`config.mk`:
```
export PLATFORM = sky130hd
export DESIGN_NAME = xml_entity_decoder_utf8
export DESIGN_NICKNAME = d
export VERILOG_FILES = /design/src/rtl/core/xed_pkg.sv /design/src/rtl/core/xed_cell.sv /design/src/rtl/core/xed_parse.sv /design/src/rtl/core/xml_entity_decoder_utf8.sv
export SDC_FILE = /design/constraint.sdc
export NUM_CORES = 1
export LEC_CHECK = 0
export BUFFER_PORTS_ARGS = -buffer_cell sky130_fd_sc_hd__buf_2
export CAP_MARGIN = 20
export CORE_MARGIN = 1
export CORE_UTILIZATION = 55
export DETAILED_ROUTE_END_ITERATION = 10
export GPL_ROUTABILITY_DRIVEN = 0
export MAX_ROUTING_LAYER = met4
export PLACE_DENSITY = 0.71
export SYNTH_ARGS = -nofsm -noshare
export SYNTH_HDL_FRONTEND = slang
export SYNTH_SLANG_ARGS = --single-unit
```
`constraint.sdc`:
```
create_clock -name clk -period 27.6 [get_ports clk]
set_input_delay 0 -clock clk [delete_from_list [all_inputs] [get_ports clk]]
set_output_delay 0 -clock clk [all_outputs]
set_load 0.1 [all_outputs]
```
`src/rtl/core/xed_pkg.sv`:
```
// Shared types, constants and helper functions for the entity decoder.
package xed_pkg;

  localparam int MAX_REF_LEN_DEF = 32;
  localparam int NUM_NAMES       = 5;

  localparam logic [7:0] CH_AMP  = 8'h26;
  localparam logic [7:0] CH_SEMI = 8'h3B;
  localparam logic [7:0] CH_HASH = 8'h23;
  localparam logic [7:0] CH_XL   = 8'h78;
  localparam logic [7:0] CH_XU   = 8'h58;

  localparam logic [20:0] MAX_SCALAR = 21'h10FFFF;
  localparam logic [20:0] SURR_LO    = 21'h00D800;
  localparam logic [20:0] SURR_HI    = 21'h00DFFF;

  typedef logic [7:0] byte_t;

  // stack chain control: push shifts towards the tail, pop towards the head
  typedef struct packed {
    logic  push;
    logic  pop;
    byte_t din;
  } chain_ctl_t;

  typedef struct packed {
    logic  clear;
    logic  add;
    byte_t ch;
  } parse_ctl_t;

  typedef struct packed {
    logic        num_ok;
    logic        name_ok;
    logic [20:0] value;
    byte_t       name_char;
  } parse_res_t;

  typedef struct packed {
    logic [2:0]       count;
    logic [3:0][7:0]  bytes;
  } utf8_t;

  function automatic byte_t fold_case(input byte_t c);
    byte_t r;
    r = c;
    if (c >= 8'h41 && c <= 8'h5A) begin
      r = c + 8'h20;
    end
    return r;
  endfunction

  function automatic logic [2:0] name_len(input int k);
    logic [2:0] r;
    case (k)
      0: r = 3'd3;
      1: r = 3'd4;
      2: r = 3'd2;
      3: r = 3'd2;
      4: r = 3'd4;
      default: r = 3'd0;
    endcase
    return r;
  endfunction

  // lower-case spelling of each name: amp, apos, gt, lt, quot
  function automatic byte_t name_char_at(input int k, input logic [1:0] i);
    byte_t r;
    r = 8'h00;
    case (k)
      0: begin
        case (i)
          2'd0: r = 8'h61;
          2'd1: r = 8'h6D;
          2'd2: r = 8'h70;
          default: r = 8'h00;
        endcase
      end
      1: begin
        case (i)
          2'd0: r = 8'h61;
          2'd1: r = 8'h70;
          2'd2: r = 8'h6F;
          default: r = 8'h73;
        endcase
      end
      2: begin
        case (i)
          2'd0: r = 8'h67;
          2'd1: r = 8'h74;
          default: r = 8'h00;
        endcase
      end
      3: begin
        case (i)
          2'd0: r = 8'h6C;
          2'd1: r = 8'h74;
          default: r = 8'h00;
        endcase
      end
      4: begin
        case (i)
          2'd0: r = 8'h71;
          2'd1: r = 8'h75;
          2'd2: r = 8'h6F;
          default: r = 8'h74;
        endcase
      end
      default: r = 8'h00;
    endcase
    return r;
  endfunction

  function automatic byte_t name_result(input int k);
    byte_t r;
    case (k)
      0: r = 8'h26;
      1: r = 8'h27;
      2: r = 8'h3E;
      3: r = 8'h3C;
      4: r = 8'h22;
      default: r = 8'h00;
    endcase
    return r;
  endfunction

  // {valid, value}
  function automatic logic [4:0] digit_of(input byte_t c, input logic hex);
    logic [4:0] r;
    r = 5'd0;
    if (c >= 8'h30 && c <= 8'h39) begin
      r = {1'b1, 4'(c - 8'h30)};
    end else if (hex && c >= 8'h61 && c <= 8'h66) begin
      r = {1'b1, 4'(c - 8'h57)};
    end else if (hex && c >= 8'h41 && c <= 8'h46) begin
      r = {1'b1, 4'(c - 8'h37)};
    end
    return r;
  endfunction

  function automatic utf8_t utf8_encode(input logic [20:0] v);
    utf8_t r;
    r.bytes = '0;
    if (v <= 21'h7F) begin
      r.count    = 3'd1;
      r.bytes[0] = v[7:0];
    end else if (v <= 21'h7FF) begin
      r.count    = 3'd2;
      r.bytes[0] = {3'b110, v[10:6]};
      r.bytes[1] = {2'b10, v[5:0]};
    end else if (v <= 21'hFFFF) begin
      r.count    = 3'd3;
      r.bytes[0] = {4'b1110, v[15:12]};
      r.bytes[1] = {2'b10, v[11:6]};
      r.bytes[2] = {2'b10, v[5:0]};
    end else begin
      r.count    = 3'd4;
      r.bytes[0] = {5'b11110, v[20:18]};
      r.bytes[1] = {2'b10, v[17:12]};
      r.bytes[2] = {2'b10, v[11:6]};
      r.bytes[3] = {2'b10, v[5:0]};
    end
    return r;
  endfunction

endpackage

```
`src/rtl/core/xed_cell.sv`:
```
// One byte cell of a push/pop stack chain.
module xed_cell (
  input  logic               clk,
  input  xed_pkg::chain_ctl_t ctl,
  input  xed_pkg::byte_t     prev_byte,
  input  xed_pkg::byte_t     next_byte,
  output xed_pkg::byte_t     q
);

  always_ff @(posedge clk) begin
    if (ctl.push) begin
      q <= prev_byte;
    end else if (ctl.pop) begin
      q <= next_byte;
    end
  end

endmodule

```
`src/rtl/core/xed_parse.sv`:
```
// Incremental parser for the bytes of an open reference.
module xed_parse #(
  parameter int MAX_REF_LEN = xed_pkg::MAX_REF_LEN_DEF
) (
  input  logic                             clk,
  input  logic                             rst,
  input  xed_pkg::parse_ctl_t              ctl,
  input  logic [$clog2(MAX_REF_LEN+1)-1:0] h,
  output xed_pkg::parse_res_t              res
);

  localparam int HW = $clog2(MAX_REF_LEN + 1);

  logic        is_num;
  logic        hex;
  logic        ndig;
  logic        over;
  logic        bad;
  logic [20:0] value;
  logic [xed_pkg::NUM_NAMES-1:0] mask;
  logic [xed_pkg::NUM_NAMES-1:0] mask_next;

  logic        first;
  logic [4:0]  dig;
  logic [24:0] prod;

  assign first = (h == '0);
  assign dig   = xed_pkg::digit_of(ctl.ch, hex);

  always_comb begin
    if (hex) begin
      prod = {value, 4'b0000} + 25'(dig[3:0]);
    end else begin
      prod = {1'b0, value, 3'b000} + {3'b000, value, 1'b0} + 25'(dig[3:0]);
    end
  end

  always_comb begin
    for (int k = 0; k < xed_pkg::NUM_NAMES; k++) begin
      mask_next[k] = (first || mask[k])
                  && (h < HW'(xed_pkg::name_len(k)))
                  && (xed_pkg::fold_case(ctl.ch) == xed_pkg::name_char_at(k, h[1:0]));
    end
  end

  always_ff @(posedge clk) begin
    if (rst || ctl.clear) begin
      is_num <= 1'b0;
      hex    <= 1'b0;
      ndig   <= 1'b0;
      over   <= 1'b0;
      bad    <= 1'b0;
      value  <= '0;
      mask   <= '0;
    end else if (ctl.add) begin
      mask <= mask_next;
      if (first) begin
        is_num <= (ctl.ch == xed_pkg::CH_HASH);
      end else if (is_num) begin
        if (h == HW'(1) && (ctl.ch == xed_pkg::CH_XL || ctl.ch == xed_pkg::CH_XU)) begin
          hex <= 1'b1;
        end else if (!dig[4]) begin
          bad <= 1'b1;
        end else begin
          ndig <= 1'b1;
          if (!over) begin
            if (prod > 25'(xed_pkg::MAX_SCALAR)) begin
              over <= 1'b1;
            end else begin
              value <= prod[20:0];
            end
          end
        end
      end
    end
  end

  always_comb begin
    res.num_ok = is_num && !bad && ndig && !over
              && !(value >= xed_pkg::SURR_LO && value <= xed_pkg::SURR_HI);
    res.value     = value;
    res.name_ok   = 1'b0;
    res.name_char = 8'h00;
    for (int k = 0; k < xed_pkg::NUM_NAMES; k++) begin
      if (mask[k] && h == HW'(xed_pkg::name_len(k))) begin
        res.name_ok   = 1'b1;
        res.name_char = xed_pkg::name_result(k);
      end
    end
  end

endmodule

```
`src/rtl/core/xml_entity_decoder_utf8.sv`:
```
// XML character reference decoder: text bytes in, literal or UTF-8 bytes out.
// Each result waits in a pending register before the output register; the last of a request leaves on the flush.
// A plain byte goes through accept, decode, end check and flush; each further queued or UTF-8
//   byte adds a decode step, a failed reference adds the '&' out, a move per held byte and a return.
// The single decode step on the queue head sets the pace and output stalls hold it; input is taken only in idle.
// Reset (rst, synchronous, active high) empties both chains and the output.
module xml_entity_decoder_utf8 #(
  parameter int MAX_REF_LEN = xed_pkg::MAX_REF_LEN_DEF
) (
  input  logic       clk,
  input  logic       rst,
  input  logic       s_tvalid,
  output logic       s_tready,
  input  logic [7:0] s_tdata,   // [7:0] text_byte
  input  logic       s_tlast,   // end_of_text
  output logic       m_tvalid,
  input  logic       m_tready,
  output logic [7:0] m_tdata,   // [7:0] out_byte
  output logic       m_tlast,   // run_last
  output logic       m_tuser    // [0] text_done
);

  // Two stacks of identical cells hold the work:
  //   queue chain - bytes still to decode, head in cell 0;
  //   held chain  - bytes of the open reference, newest in cell 0.
  // On failure the held bytes are popped newest first and pushed onto the
  // queue head, so the queue replays them oldest first before the byte
  // that ended the attempt. The '&' itself is never stored.
  localparam int DEPTH = MAX_REF_LEN + 1;
  localparam int QW    = $clog2(DEPTH + 1);
  localparam int HW    = $clog2(MAX_REF_LEN + 1);

  localparam logic [2:0] S_IDLE = 3'd0;
  localparam logic [2:0] S_RUN  = 3'd1;
  localparam logic [2:0] S_MOVE = 3'd2;
  localparam logic [2:0] S_UTF  = 3'd3;
  localparam logic [2:0] S_FIN  = 3'd4;

  logic [2:0]    state;
  logic [2:0]    state_next;
  logic          open;
  logic          open_next;
  logic          endf;
  logic [QW-1:0] qcnt;
  logic [QW-1:0] qcnt_next;
  logic [HW-1:0] hcnt;
  logic [HW-1:0] hcnt_next;

  // one result is kept back so the last of a request can be flagged
  logic           pend_v;
  xed_pkg::byte_t pend_b;

  xed_pkg::utf8_t utf;
  xed_pkg::utf8_t enc;
  logic [1:0]     utf_idx;

  xed_pkg::chain_ctl_t qctl;
  xed_pkg::chain_ctl_t hctl;
  xed_pkg::parse_ctl_t pctl;
  xed_pkg::parse_res_t pres;

  xed_pkg::byte_t qc [DEPTH];
  xed_pkg::byte_t hc [DEPTH];
  xed_pkg::byte_t front;

  logic           emit;
  xed_pkg::byte_t ebyte;
  logic           ofree;
  logic           emit_ok;
  logic           load_utf;
  logic           flush;

  // ---- cell chains ----
  for (genvar i = 0; i < DEPTH; i++) begin : g_chain
    xed_cell u_qcell (
      .clk       (clk),
      .ctl       (qctl),
      .prev_byte ((i == 0) ? qctl.din : qc[(i == 0) ? 0 : i - 1]),
      .next_byte ((i == DEPTH - 1) ? 8'h00 : qc[(i == DEPTH - 1) ? i : i + 1]),
      .q         (qc[i])
    );
    xed_cell u_hcell (
      .clk       (clk),
      .ctl       (hctl),
      .prev_byte ((i == 0) ? hctl.din : hc[(i == 0) ? 0 : i - 1]),
      .next_byte ((i == DEPTH - 1) ? 8'h00 : hc[(i == DEPTH - 1) ? i : i + 1]),
      .q         (hc[i])
    );
  end

  xed_parse #(
    .MAX_REF_LEN (MAX_REF_LEN)
  ) u_parse (
    .clk (clk),
    .rst (rst),
    .ctl (pctl),
    .h   (hcnt),
    .res (pres)
  );

  assign front    = qc[0];
  assign enc      = xed_pkg::utf8_encode(pres.value);
  assign s_tready = (state == S_IDLE);
  assign ofree    = !m_tvalid || m_tready;
  assign emit_ok  = !pend_v || ofree;

  // ---- decode step ----
  always_comb begin
    state_next = state;
    open_next  = open;
    qcnt_next  = qcnt;
    hcnt_next  = hcnt;
    qctl       = '{push: 1'b0, pop: 1'b0, din: front};
    hctl       = '{push: 1'b0, pop: 1'b0, din: front};
    pctl       = '{clear: 1'b0, add: 1'b0, ch: front};
    emit       = 1'b0;
    ebyte      = front;
    load_utf   = 1'b0;
    flush      = 1'b0;
    case (state)
      S_IDLE: begin
        if (s_tvalid) begin
          qctl.push  = 1'b1;
          qctl.din   = s_tdata;
          qcnt_next  = QW'(1);
          state_next = S_RUN;
        end
      end
      S_RUN: begin
        if (qcnt == '0) begin
          if (open && endf) begin
            // end of text with a reference still open: fail it
            if (emit_ok) begin
              emit       = 1'b1;
              ebyte      = xed_pkg::CH_AMP;
              open_next  = 1'b0;
              state_next = S_MOVE;
            end
          end else begin
            state_next = S_FIN;
          end
        end else if (!open) begin
          if (front == xed_pkg::CH_AMP) begin
            qctl.pop   = 1'b1;
            qcnt_next  = qcnt - QW'(1);
            open_next  = 1'b1;
            pctl.clear = 1'b1;
          end else if (emit_ok) begin
            emit      = 1'b1;
            qctl.pop  = 1'b1;
            qcnt_next = qcnt - QW'(1);
          end
        end else if (front == xed_pkg::CH_SEMI && (pres.num_ok || pres.name_ok)) begin
          if (emit_ok) begin
            emit      = 1'b1;
            qctl.pop  = 1'b1;
            qcnt_next = qcnt - QW'(1);
            open_next = 1'b0;
            // held bytes of a decoded reference are simply dropped
            hcnt_next = '0;
            if (pres.num_ok) begin
              ebyte = enc.bytes[0];
              if (enc.count != 3'd1) begin
                load_utf   = 1'b1;
                state_next = S_UTF;
              end
            end else begin
              ebyte = pres.name_char;
            end
          end
        end else if (front != xed_pkg::CH_SEMI && hcnt < HW'(MAX_REF_LEN)) begin
          hctl.push = 1'b1;
          qctl.pop  = 1'b1;
          pctl.add  = 1'b1;
          qcnt_next = qcnt - QW'(1);
          hcnt_next = hcnt + HW'(1);
        end else if (emit_ok) begin
          // bad reference or window full: '&' out, replay held bytes
          emit       = 1'b1;
          ebyte      = xed_pkg::CH_AMP;
          open_next  = 1'b0;
          state_next = S_MOVE;
        end
      end
      S_MOVE: begin
        if (hcnt == '0) begin
          state_next = S_RUN;
        end else begin
          hctl.pop  = 1'b1;
          qctl.push = 1'b1;
          qctl.din  = hc[0];
          hcnt_next = hcnt - HW'(1);
          qcnt_next = qcnt + QW'(1);
        end
      end
      S_UTF: begin
        if (emit_ok) begin
          emit  = 1'b1;
          ebyte = utf.bytes[utf_idx];
          if ({1'b0, utf_idx} == utf.count - 3'd1) begin
            state_next = S_RUN;
          end
        end
      end
      S_FIN: begin
        if (!pend_v) begin
          state_next = S_IDLE;
        end else if (ofree) begin
          flush      = 1'b1;
          state_next = S_IDLE;
        end
      end
      default: begin
        state_next = S_IDLE;
      end
    endcase
  end

  // ---- control registers ----
  always_ff @(posedge clk) begin
    if (rst) begin
      state   <= S_IDLE;
      open    <= 1'b0;
      endf    <= 1'b0;
      qcnt    <= '0;
      hcnt    <= '0;
      pend_v  <= 1'b0;
      utf_idx <= '0;
    end else begin
      state <= state_next;
      open  <= open_next;
      qcnt  <= qcnt_next;
      hcnt  <= hcnt_next;
      if (state == S_IDLE && s_tvalid) begin
        endf <= s_tlast;
      end
      if (emit) begin
        pend_v <= 1'b1;
      end else if (flush) begin
        pend_v <= 1'b0;
      end
      if (load_utf) begin
        utf_idx <= 2'd1;
      end else if (state == S_UTF && emit) begin
        utf_idx <= utf_idx + 2'd1;
      end
    end
  end

  // ---- payload registers ----
  always_ff @(posedge clk) begin
    if (emit) begin
      pend_b <= ebyte;
    end
    if (load_utf) begin
      utf <= enc;
    end
  end

  // ---- output register ----
  always_ff @(posedge clk) begin
    if (rst) begin
      m_tvalid <= 1'b0;
    end else if ((emit && pend_v) || flush) begin
      m_tvalid <= 1'b1;
    end else if (m_tready) begin
      m_tvalid <= 1'b0;
    end
  end

  always_ff @(posedge clk) begin
    if ((emit && pend_v) || flush) begin
      m_tdata <= pend_b;
      m_tlast <= flush;
      m_tuser <= flush && endf;
    end
  end

endmodule

```
==> results.tsv <==
stage	metric	value	unit
placed_design	IO buf count	24	
cells_and_area	layout cell share with drive strength beyond 1	15.5	%
sta	fin. max-slew vios	0	
sta	Layout Skew	20.3	ps
synth	largest family of logic cells by synthesized area	simple AND/OR/NAND/NOR gates	
route	drt pass-1 iters	6	
route	post-route ant nets	0	
synth	FF+latch count, synth	630	
synth	dominant synthesized flop cell	edfxtp_1	
synth	Mapped Cells	2611	
critical_path	Setup crit start kind	flop	
hold_path	HP Class	in2reg	
clock_tree	Clock Path Buffers	3	
placed_design	pre-CTS setup slack	21690	ps
critical_path	Reg2Reg Depth	19	
cells_and_area	antenna diode count	0	
synth	EDFF count, synth	578	
sta	min Tclk post-route	6080	ps
critical_path	CP Class	reg2reg	
run_status	status	completed	
sta	setup TNS	0	ps
grt	grt total ovfl	0	
critical_path	Worst R2R Setup Slack	21520	ps
grt	met3 Use GR	3.51	%
cells_and_area	Core Util, Final	61.0	%
synth	Adder-Cell Fraction of Synth Area	2.43	%
synth	complex-gate fraction of the synthesized area	6.91	%
placed_design	DP Area	30600	um2
placed_design	dpl cells	3202	
cells_and_area	fin cells	3332	
die	Die Y	235	um
grt	busiest grt layer	met2	
route	drt initial violations	1976	
cells_and_area	nets@finish	2661	
synth	Netlist cell types	84	
grt	via count of the first global-routing pass	18900	
sta	Final WS setup	21520	ps
synth	fraction of registers with async set/reset	0	%
sta	RSZ-0062 raised after global routing	no	
critical_path	Critical Path Fanout Max	35	
synth	post-synthesis sequential area ratio	61.4	%
pwr	PD cells	93.5	nW/um2
grt	met2 global-route usage	32.4	%
route	Avg WL per Cell	16.8	um
critical_path	launching point of the worst reg2reg path	g_chain[0].u_qcell.q[2]$_DFFE_PP_	
clock_tree	Clock Latency Late Sink	600	ps
synth	Synth Area per Inst	11.5	um2
sta	Slew headroom	6.83	%
critical_path	Critical R2R Capture	u_parse.value[19]$_SDFFE_PP0P_	
clock_tree	CTS resizes	0	
flow_run	Max-cap violations	0	
cells_and_area	Multi-input gate area	10900	um2
synth	Synth Area in XOR/XNOR	0.701	%
clock_tree	CTS Buf Count	66	
cells_and_area	Area Growth Syn to Fin	9.39	%
die	# IOs	25	
die	effective utilization at floorplan	55.7	%
cells_and_area	commonest non-fill, non-tap cell in the layout	nand2_1	
grt	M1 GR Usage	28.3	%
cells_and_area	register area	18400	um2
route	final wirelength	55900	um
synth	Syn Nets	2681	
grt	pin count of the biggest net entering global routing	249	
synth	Ys Warns	0	
pwr	worst vdd ir	107	uV
clock_tree	CTS tree	done	
grt	first-pass GRT wire length	94300	um
die	total core area	53800	um2
sta	Max Clk Rate	164	MHz
clock_tree	clock slew at reported path FFs	60	ps
sta	Final period util	22.0	%
grt	initial antenna violation count	0	
route	DR DRC count	0	
cells_and_area	post-route cell area	32800	um2
clock_tree	H-Tree Depth	3	
clock_tree	CTS root buf	clkbuf_16	
placed_design	dpl hpwl	34900	um
synth	Post-Synth Simple-Gate Area	15.8	%
critical_path	worst path arrival time	6560	ps
grt	GRT Util Overall	21.1	%
clock_tree	clock sinks	630	
route	vias per std cell	5.79	
critical_path	Setup crit end kind	flop	
sta	endpoints failing setup	0	
route	Via Count	19300	
synth	mapped cell area	30000	um2
cells_and_area	Fill cells	4163	
critical_path	CP Launch Point	g_chain[0].u_qcell.q[2]$_DFFE_PP_	
critical_path	worst path required time	28080	ps
pwr	cell leakage power	12.5	nW
synth	mux contribution to synthesized area	10.5	%
die	Die ar.	55500	um2
critical_path	Worst Setup EP	u_parse.value[19]$_SDFFE_PP0P_	
die	Die Wd	235	um
sta	final hold violations	0	
cells_and_area	commonest cells after routing, fill and taps aside	853 x nand2_1, 578 x edfxtp_1, 246 x mux2_2	
sta	Tightest Pin Transition	1400	ps
die	Cell Rows	85	
-- worst min path at each step --
stage	start	end	slack, ps	cells past startpoint
2_1_floorplan	s_tlast	endf$_SDFFE_PP0P_	150	2
3_3_place_gp	s_tlast	endf$_SDFFE_PP0P_	260	3
3_5_place_dp	s_tlast	endf$_SDFFE_PP0P_	260	3
4_1_cts	s_tvalid	state[0]$_SDFFE_PP0P_	150	9
5_1_grt	s_tvalid	g_chain[0].u_qcell.q[6]$_DFFE_PP_	220	4
6_report	s_tvalid	state[0]$_SDFFE_PP0P_	190	9
-- critical path: stages, from the launching register on --
cell	delay, ps
edfxtp_1	740
nor3_1	430
a41o_1	250
a32oi_1	100
o41ai_1	570
a21oi_1	110
o21a_1	230
fa_1	510
inv_1	60
fa_1	450
nand2b_1	180
a21o_1	190
a32o_1	310
a2111oi_0	450
a221oi_1	150
nor4_2	340
o2111ai_2	130
buf_4	260
and2_1	230
a22o_1	240
-- kinds of logic (layout without fill, tap and decap cells) --
group | count (synthesis) | count (layout)
buffers and inverters | 180 | 205
adder cells (fa/ha/maj) | 57 | 57
multiplexers | 274 | 274
flip-flops | 630 | 630
AO/OA/AOI/OAI | 310 | 310
AND/OR/NAND/NOR | 1136 | 1136
XOR/XNOR | 24 | 24
-- power breakdown --
group          internal, W  switching (W)
sequential         0.00141       0.000143
combinational     0.000324       0.000360
clock             0.000470       0.000355
total              0.00221       0.000857
-- state kept, by name, indices dropped and copies added, names as in the netlist, 2 cells and up --
name,count
utf,32
hcnt,6
g_chain.u_hcell.q,264
m_tdata,8
qcnt,6
pend_b,8
state,3
u_parse.value,21
g_chain.u_qcell.q,264
utf_idx,2
u_parse.mask,5
-- routing by layer --
metal  up-vias  wire [um]
li1       9310          -
met1      9249      25000
met2       583      26200
met3       139       2870
met4         0       1830
met5         -          0
-- timing repair --
action | in CTS | in global routing
hold buffers | 14 | 0
endpoints found under the hold margin | 27 | 0
setup buffers | 0 | 0
-- final cells by class --
type | count | share of cell area [%]
well taps | 696 | 2.65
multi-input cells | 1801 | 33.3
clock inverters | 23 | 0.584
clock buffers | 90 | 5.41
flip-flops and latches | 630 | 56.1
repair buffers | 60 | 1.57
inverters | 32 | 0.366
-- synth_stat cells (all sizes together), types with 15 or more instances --
| library cell | number | area share, % |
|---|---|---|
| nand2 | 854 | 11 |
| edfxtp | 578 | 58 |
| mux2 | 246 | 9.2 |
| clkbuf | 119 | 1.5 |
| nor2 | 95 | 1.2 |
| o21ai | 79 | 1.3 |
| a21oi | 78 | 1.3 |
| ha | 55 | 2.3 |
| dfxtp | 52 | 3.5 |
| nand3 | 32 | 0.55 |
| inv | 30 | 0.38 |
| buf | 29 | 0.47 |
| and2 | 26 | 0.54 |
| nor3 | 25 | 0.42 |
| mux2i | 21 | 0.70 |
| a31oi | 19 | 0.45 |
| nor2b | 17 | 0.35 |
| o31ai | 17 | 0.46 |
| a211oi | 15 | 0.45 |
-- metrics by stage --
stage | hold slack (ps) | total power [W]
after floorplan | 147 | 0.00213
after CTS | 154 | 0.00309
after detailed placement | 264 | 0.00225
final | 190 | 0.00307
after global routing | 217 | 0.00322
after global placement | 255 | 0.00220
No activity file was read; power rests on OpenSTA's default activity.
